[config.mk]
export PLATFORM = sky130hd
export DESIGN_NAME = expiring_key_value_table_core_flat
export DESIGN_NICKNAME = d
export VERILOG_FILES = /design/src/rtl/ekvt_pkg.sv /design/src/rtl/ekvt_in_if.sv /design/src/rtl/ekvt_out_if.sv /design/src/rtl/expiring_key_value_table_core.sv /design/src/flat_wrapper.sv
export SDC_FILE = /design/constraint.sdc
export NUM_CORES = 2
export LEC_CHECK = 0
export BUFFER_PORTS_ARGS = -buffer_cell sky130_fd_sc_hd__buf_2
export CAP_MARGIN = 30
export CORE_ASPECT_RATIO = 1.25
export CORE_MARGIN = 4
export CORE_UTILIZATION = 46
export CTS_CLUSTER_SIZE = 14
export DETAILED_ROUTE_END_ITERATION = 12
export SETUP_SLACK_MARGIN = 0.1
export SLEW_MARGIN = 15
export SYNTH_ARGS = -nofsm -noshare
export SYNTH_HDL_FRONTEND = slang
export SYNTH_SLANG_ARGS = --single-unit
[constraint.sdc]
create_clock -name clk -period 13.46 [get_ports clk]
set_input_delay 1.346 -clock clk [delete_from_list [all_inputs] [get_ports clk]]
set_output_delay 1.346 -clock clk [all_outputs]
set_load 0.01 [all_outputs]
[src/rtl/ekvt_pkg.sv]
`timescale 1ns / 1ps
package ekvt_pkg;

  localparam logic [1:0] OP_SET    = 2'd0;
  localparam logic [1:0] OP_GET    = 2'd1;
  localparam logic [1:0] OP_REMOVE = 2'd2;

  localparam logic [1:0] ST_OK        = 2'd0;
  localparam logic [1:0] ST_NOT_FOUND = 2'd1;
  localparam logic [1:0] ST_FULL      = 2'd2;

  localparam int KEY_W   = 64;
  localparam int VALUE_W = 64;
  localparam int NOW_W   = 32;
  localparam int TTL_W   = 16;
  localparam int EXP_W   = 33;
  localparam int LIVE_W  = 5;

  localparam logic [TTL_W-1:0] TTL_RESET = 16'd60;

  typedef struct packed {
    logic [1:0]         operation;
    logic [KEY_W-1:0]   lookup_key;
    logic [VALUE_W-1:0] write_value;
    logic [NOW_W-1:0]   now_seconds;
  } in_item_t;

  typedef struct packed {
    logic [1:0]         status;
    logic [VALUE_W-1:0] read_value;
    logic [LIVE_W-1:0]  live_count;
  } out_item_t;

endpackage

[src/rtl/ekvt_in_if.sv]
`timescale 1ns / 1ps
interface ekvt_in_if;
  logic               valid;
  logic               ready;
  ekvt_pkg::in_item_t data;

  modport source (output valid, output data, input ready);
  modport sink (input valid, input data, output ready);
endinterface

[src/rtl/ekvt_out_if.sv]
`timescale 1ns / 1ps
interface ekvt_out_if;
  logic                valid;
  logic                ready;
  ekvt_pkg::out_item_t data;

  modport source (output valid, output data, input ready);
  modport sink (input valid, input data, output ready);
endinterface

[src/rtl/expiring_key_value_table_core.sv]
`timescale 1ns / 1ps
// Each item walks every entry held, from the first; full and unused items skip the walk.
// The table sits in one memory with one read and one write port, and one entry is
// compared, purged or moved down per cycle. The next item is accepted in the cycle its
// predecessor's result can first transfer; a waiting result stalls the input meanwhile.
// Synchronous reset empties the table and sets the time to live to 60; no clearing pass.
module expiring_key_value_table_core #(
  parameter int ENTRIES    = 16,
  parameter int KEY_BITS   = 64,
  parameter int VALUE_BITS = 64
) (
  input  logic               clk,
  input  logic               rst_n,
  ekvt_in_if.sink            in_chan,
  ekvt_out_if.source         out_chan,
  input  logic               cfg_we,
  input  logic [15:0]        cfg_wdata
);

  localparam int IW = (ENTRIES > 1) ? $clog2(ENTRIES) : 1;
  localparam int CW = $clog2(ENTRIES + 1);
  localparam int EW = ekvt_pkg::EXP_W;

  typedef struct packed {
    logic [KEY_BITS-1:0]   key;
    logic [VALUE_BITS-1:0] value;
    logic [EW-1:0]         expiry;
  } entry_t;

  typedef enum logic [2:0] {S_IDLE, S_SCAN, S_TAIL, S_END, S_FINISH} state_t;

  entry_t mem [ENTRIES];
  entry_t rd_data_r;
  logic [IW-1:0] rd_addr;
  logic          mem_we;
  logic [IW-1:0] mem_waddr;
  entry_t        mem_wdata;

  state_t                  state_r;
  logic [CW-1:0]           count_r;
  logic [CW-1:0]           rp_r;
  logic [CW-1:0]           wp_r;
  logic [1:0]              op_r;
  logic [KEY_BITS-1:0]     key_r;
  logic [VALUE_BITS-1:0]   val_r;
  logic [31:0]             now_r;
  logic [15:0]             ttl_r;
  logic [1:0]              res_status_r;
  logic [VALUE_BITS-1:0]   res_value_r;
  logic                    out_valid_r;
  ekvt_pkg::out_item_t     out_data_r;

  logic          expired;
  logic          key_hit;
  logic [EW-1:0] fresh_expiry;
  entry_t        fresh_entry;
  logic [CW-1:0] rp_inc;
  logic [CW-1:0] wp_inc;
  logic [CW-1:0] wp_hit_nxt;
  logic          last;

  assign expired      = rd_data_r.expiry < EW'(now_r);
  assign key_hit      = rd_data_r.key == key_r;
  assign fresh_expiry = EW'(now_r) + EW'(ttl_r);
  assign fresh_entry  = '{key: key_r, value: val_r, expiry: fresh_expiry};
  assign rp_inc       = rp_r + 1'b1;
  assign wp_inc       = wp_r + 1'b1;
  assign wp_hit_nxt   = (op_r == ekvt_pkg::OP_REMOVE) ? wp_r : wp_inc;
  assign last         = rp_inc == count_r;

  assign rd_addr   = (state_r == S_IDLE) ? '0 : rp_inc[IW-1:0];
  assign mem_waddr = wp_r[IW-1:0];

  always_comb begin
    mem_we    = 1'b0;
    mem_wdata = rd_data_r;
    unique case (state_r)
      S_SCAN: begin
        if (!expired) begin
          if (key_hit) begin
            if (op_r == ekvt_pkg::OP_SET) begin
              mem_we    = 1'b1;
              mem_wdata = fresh_entry;
            end else if (op_r == ekvt_pkg::OP_GET) begin
              mem_we = 1'b1;
            end
          end else begin
            mem_we = 1'b1;
          end
        end
      end
      S_TAIL: begin
        mem_we = 1'b1;
      end
      S_END: begin
        if (op_r == ekvt_pkg::OP_SET) begin
          mem_we    = 1'b1;
          mem_wdata = fresh_entry;
        end
      end
      S_IDLE, S_FINISH: begin
        mem_we = 1'b0;
      end
    endcase
  end

  always_ff @(posedge clk) begin
    if (mem_we) begin
      mem[mem_waddr] <= mem_wdata;
    end
    rd_data_r <= mem[rd_addr];
  end

  always_ff @(posedge clk) begin
    if (!rst_n) begin
      state_r     <= S_IDLE;
      count_r     <= '0;
      out_valid_r <= 1'b0;
      ttl_r       <= ekvt_pkg::TTL_RESET;
    end else begin
      if (cfg_we) begin
        ttl_r <= cfg_wdata;
      end
      if (state_r == S_FINISH && (!out_valid_r || out_chan.ready)) begin
        out_valid_r <= 1'b1;
      end else if (out_valid_r && out_chan.ready) begin
        out_valid_r <= 1'b0;
      end
      unique case (state_r)
        S_IDLE: begin
          if (in_chan.valid) begin
            op_r        <= in_chan.data.operation;
            key_r       <= in_chan.data.lookup_key[KEY_BITS-1:0];
            val_r       <= in_chan.data.write_value[VALUE_BITS-1:0];
            now_r       <= in_chan.data.now_seconds;
            rp_r        <= '0;
            wp_r        <= '0;
            res_value_r <= '0;
            if (in_chan.data.operation != ekvt_pkg::OP_SET &&
                in_chan.data.operation != ekvt_pkg::OP_GET &&
                in_chan.data.operation != ekvt_pkg::OP_REMOVE) begin
              res_status_r <= ekvt_pkg::ST_NOT_FOUND;
              state_r      <= S_FINISH;
            end else if (in_chan.data.operation == ekvt_pkg::OP_SET &&
                         count_r == CW'(ENTRIES)) begin
              res_status_r <= ekvt_pkg::ST_FULL;
              state_r      <= S_FINISH;
            end else if (count_r == '0) begin
              state_r <= S_END;
            end else begin
              state_r <= S_SCAN;
            end
          end
        end
        S_SCAN: begin
          rp_r <= rp_inc;
          if (expired) begin
            if (last) begin
              state_r <= S_END;
            end
          end else if (key_hit) begin
            res_status_r <= ekvt_pkg::ST_OK;
            if (op_r == ekvt_pkg::OP_GET) begin
              res_value_r <= rd_data_r.value;
            end
            wp_r <= wp_hit_nxt;
            if (last) begin
              count_r <= wp_hit_nxt;
              state_r <= S_FINISH;
            end else begin
              state_r <= S_TAIL;
            end
          end else begin
            wp_r <= wp_inc;
            if (last) begin
              state_r <= S_END;
            end
          end
        end
        S_TAIL: begin
          rp_r <= rp_inc;
          wp_r <= wp_inc;
          if (last) begin
            count_r <= wp_inc;
            state_r <= S_FINISH;
          end
        end
        S_END: begin
          if (op_r == ekvt_pkg::OP_SET) begin
            count_r      <= wp_inc;
            res_status_r <= ekvt_pkg::ST_OK;
          end else begin
            count_r      <= wp_r;
            res_status_r <= ekvt_pkg::ST_NOT_FOUND;
          end
          state_r <= S_FINISH;
        end
        S_FINISH: begin
          if (!out_valid_r || out_chan.ready) begin
            out_data_r.status     <= res_status_r;
            out_data_r.read_value <= ekvt_pkg::VALUE_W'(res_value_r);
            out_data_r.live_count <= ekvt_pkg::LIVE_W'(count_r);
            state_r               <= S_IDLE;
          end
        end
      endcase
    end
  end

  assign in_chan.ready  = state_r == S_IDLE;
  assign out_chan.valid = out_valid_r;
  assign out_chan.data  = out_data_r;

endmodule

[src/flat_wrapper.sv]
// flat-port wrapper written by rule: the top's interface ports become plain ports
module expiring_key_value_table_core_flat 
#(
  parameter int ENTRIES    = 16,
  parameter int KEY_BITS   = 64,
  parameter int VALUE_BITS = 64
)
  (clk, rst_n, cfg_we, cfg_wdata, in_chan_valid, in_chan_data, in_chan_ready, out_chan_valid, out_chan_data, out_chan_ready);
  ekvt_in_if in_chan_i ();
  ekvt_out_if out_chan_i ();
  input  logic clk;
  input  logic rst_n;
  input  logic cfg_we;
  input  logic [15:0] cfg_wdata;
  input wire logic [$bits(in_chan_i.valid)-1:0] in_chan_valid;
  input wire logic [$bits(in_chan_i.data)-1:0] in_chan_data;
  output wire logic [$bits(in_chan_i.ready)-1:0] in_chan_ready;
  output wire logic [$bits(out_chan_i.valid)-1:0] out_chan_valid;
  output wire logic [$bits(out_chan_i.data)-1:0] out_chan_data;
  input wire logic [$bits(out_chan_i.ready)-1:0] out_chan_ready;
  assign in_chan_i.valid = in_chan_valid;
  assign in_chan_i.data = in_chan_data;
  assign in_chan_ready = in_chan_i.ready;
  assign out_chan_valid = out_chan_i.valid;
  assign out_chan_data = out_chan_i.data;
  assign out_chan_i.ready = out_chan_ready;
  expiring_key_value_table_core #(.ENTRIES(ENTRIES), .KEY_BITS(KEY_BITS), .VALUE_BITS(VALUE_BITS)) u_core (.clk(clk), .rst_n(rst_n), .in_chan(in_chan_i), .out_chan(out_chan_i), .cfg_we(cfg_we), .cfg_wdata(cfg_wdata));
endmodule
==> flow_metrics.py <==
metrics = {
    "critical_path": {
        "arrival_ns": 6.63,
        "rr_startpoint": "u_core.state_r[2]",
        "start_kind": "register",
        "worstSetupPathType": "register to register",
        "r2r_cells": 11,
        "r2r_end": "u_core.rd_data_r[103]",
        "r2r_slack_ns": 7.52,
        "end_kind": "register",
        "cp.required_ns": 14.16,
        "cp_max_fo": 94,
    },
    "yosys": {
        "muxShareOfSynthArea": 0.05415,
        "synth_edf_count": 2885,
        "synth.net_count": 8617,
        "ys_warn_count": 0,
        "syn_avg_cell_area_sq_um": 14.60,
        "ys_ff_latch": 3071,
        "yosys.area_share.xor_xnor": 0.007851,
        "synth_top_cell_area_share": 0.7078,
        "synth-compound-area-share": 0.08758,
        "synth-simple-area-share": 0.08548,
        "async_reset_ff_frac": 0,
        "synth_top_family_by_area": "compound AO/OA/AOI/OAI gates",
        "yosys.area_share.adder": 0.005480,
        "syn_area_sq_mm": 0.1224,
        "ys_seq_area_frac": 0.7383,
        "synthCells": 8381,
        "yosys-top-cells-area": "edfxtp_1 (71%), nand2_1 (4.0%), dfxtp_1 (3.0%)",
        "ys_types": 77,
        "ys.flop_type": "edfxtp_1",
        "synth_top_area_cell": "edfxtp_1",
    },
    "worst_hold_path": {
        "hold_path_end": "u_core.out_chan.data[44]",
        "hold_start": "u_core.res_value_r[39]",
        "min_path_cells": 0,
        "min_path_type": "register to register",
    },
    "cts": {
        "postCtsResizedCells": 0,
        "cts.sinks": 3071,
        "cts-root-buf": "clkbuf_16",
        "numCtsBuffers": 312,
        "postCtsSetupRepairBufs": 0,
        "clkTransAtPathRegs_ns": 0.06,
        "holdBufCountCts": 0,
        "clk-insertion-delay-late_ns": 0.88,
        "cts.path.max_buffers": 4,
        "htreeDepth": 5,
        "cts_tree": "built",
    },
    "route": {
        "drt_iter0_markers": 7608,
        "ant_nets": 0,
        "vias": 73460,
        "dr.pass1.iters": 6,
        "wl_per_cell_um": 27.25,
        "wirelength_mm": 334.5,
        "drc_errors": 0,
        "vias_per_cell": 5.984,
    },
    "die": {
        "die_h_um": 584.7,
        "pin_count": 256,
        "rows": 211,
        "dieArea_sq_mm": 0.2744,
        "fp.dieW_um": 469.4,
        "core_sq_mm": 0.2645,
        "initial_core_util": 0.4627,
    },
    "placement": {
        "dp_hpwl_mm": 165.9,
        "portBuffers": 255,
        "dp_slack_ns": 7.397,
        "place_congestion": 0.7893,
    },
    "timing": {
        "rsz0062_at_grt": "no",
        "maxSlewHeadroom": 0.1707,
        "drv_slew": 0,
        "finalSetupViolCount": 0,
        "worstMarginPinSlew_ns": 1.244,
        "fmax_ghz": 0.1685,
        "period_minus_slack_ns": 5.935,
        "worst_slack_ns": 7.525,
        "final-hold-violation-count": 0,
        "post-route-period-util": 0.4410,
        "fin_skew_ns": 0.04186,
        "whs_ns": 0.4137,
        "setup_tns_ns": 0,
    },
    "cells_and_area": {
        "drive_gt1_frac": 0.1194,
        "fin_nets": 8749,
        "syn_to_final_growth_pct": 12.46,
    },
    "global_route": {
        "grt_max_degree": 192,
        "gr-total-overflow": 0,
        "antenna_found_initial": 15,
        "grt.total_usage": 0.2366,
        "grt_pass1_wl_mm": 489.0,
        "grt_pass1_vias": 72780,
    },
    "pwr": {
        "irDropWorstVdd_mv": 0.2822,
        "p_leak_nw": 44.61,
        "p_per_area_mw_per_mm2": 242.6,
    },
    "run": {
        "max_cap_viol_count": 0,
    },
    "status": {
        "status": "finished, final reports clean",
    },
}
## cells in the final DEF (no fill, tap or decap), types with 51 or more instances in the layout
| cell | count |
|---|---|
| nor2_1 | 477 |
| nand3_1 | 144 |
| clkbuf_1 | 78 |
| nand2_1 | 1308 |
| a32oi_1 | 59 |
| nor2b_1 | 234 |
| ha_1 | 51 |
| a21oi_1 | 149 |
| buf_2 | 255 |
| nor3_1 | 129 |
| mux2i_1 | 370 |
| o21ai_0 | 347 |
| dfxtp_1 | 186 |
| a221oi_1 | 240 |
| mux2_2 | 74 |
| edfxtp_1 | 2885 |
| xor2_1 | 75 |
| clkbuf_16 | 320 |
| and2_1 | 67 |
| a211oi_1 | 221 |
| buf_4 | 109 |
| a311oi_1 | 186 |
| a31oi_1 | 100 |
| o2111ai_1 | 128 |
## area by class of cell
type                    instances  area (sq um)
multi-input cells            4681         29780
flip-flops and latches       3071         90360
clock inverters               137          1376
inverters                      46         180.2
fillers                     21710        126900
clock buffers                 422          8631
well taps                    3514          4397
diodes                          5         12.51
repair buffers                401          2913
## cell families after synthesis
logic type	Yosys count
compound gates	1507
simple gates	2437
xor+xnor	108
flops	3071
fa+ha+maj	53
mux	576
buf+inv	629
## how the worst max path moves through the flow
stage                       from  depth (start not counted)                    end
6_report       u_core.state_r[2]                         11  u_core.rd_data_r[103]
5_1_grt        u_core.state_r[2]                         11  u_core.rd_data_r[141]
4_1_cts        u_core.state_r[2]                         11    u_core.rd_data_r[4]
3_5_place_dp   u_core.state_r[2]                         11    u_core.rd_data_r[4]
3_3_place_gp   u_core.state_r[0]                          9   u_core.rd_data_r[29]
2_1_floorplan   u_core.now_r[28]                         11      u_core.mem[11][0]
## synthesized netlist by cell type, drive strengths merged (2+ instances only)
master,count
and4,4
nor3,129
and2,67
nand2,1312
clkbuf,423
nor2b,235
a311oi,186
a21boi,3
buf,160
o21a,4
nor2,482
a221oi,241
a211oi,223
o211ai,10
mux2i,370
xor2,75
mux4,37
nand4,14
a32oi,59
o21bai,2
edfxtp,2885
nand3,144
or2,4
a41oi,2
dfxtp,186
a2111oi,2
o22ai,10
xnor2,32
nand2b,3
inv,45
nand3b,2
nor4,21
and3,14
o21ai,349
a21oi,165
o41ai,2
or3,2
a21o,8
ha,52
mux2,169
a31oi,100
o2111ai,129
## critical path, cell delays in order, from the launching register on
cell	delay, ns
dfxtp_1	0.64
clkinv_1	0.38
nand2_8	0.44
inv_8	0.38
buf_4	0.47
nor2b_4	0.74
buf_4	0.67
buf_4	0.83
mux2i_1	0.16
a221oi_1	0.32
nor3_1	0.10
a31oi_1	0.51
## flip-flops by register name, summed over array words and instances, names as in the netlist
signal and cells:
u_core.res_status_r 2, u_core.ttl_r 16, u_core.key_r 64, u_core.wp_r 5
u_core.state_r 3, u_core.val_r 64, u_core.out_chan.valid 1, u_core.res_value_r 64
u_core.rd_data_r 161, u_core.rp_r 5, u_core.op_r 2, u_core.count_r 5
u_core.mem 2576, u_core.now_r 32, u_core.out_chan.data 71
## report_power, final
group / switching [W] / internal (W)
Clock: 0.00358 / 0.00500
Sequential: 0.000491 / 0.0130
Combinational: 0.00803 / 0.00325
Total: 0.0121 / 0.0213
## routing by layer
metal  vias up  wire length (um)  global-route usage
li1      32360                 -                   -
met1     37650            140300              0.3235
met2      2945            162800              0.3995
met3       501             22640             0.03183
met4         4              8821             0.06648
met5         -                24                   0
## through the flow
step,util,instances,area [sq um],total power [W]
4_1_cts,0.5199,12270,137500,0.03351
3_5_place_dp,0.4821,11710,127500,0.02493
5_1_grt,0.5203,12270,137600,0.03494
2_1_floorplan,-,8381,122400,0.02112
3_3_place_gp,0.4811,11700,127300,0.02468
6_report,0.5203,12280,137600,0.03339
(Power assumes the default switching activity.)
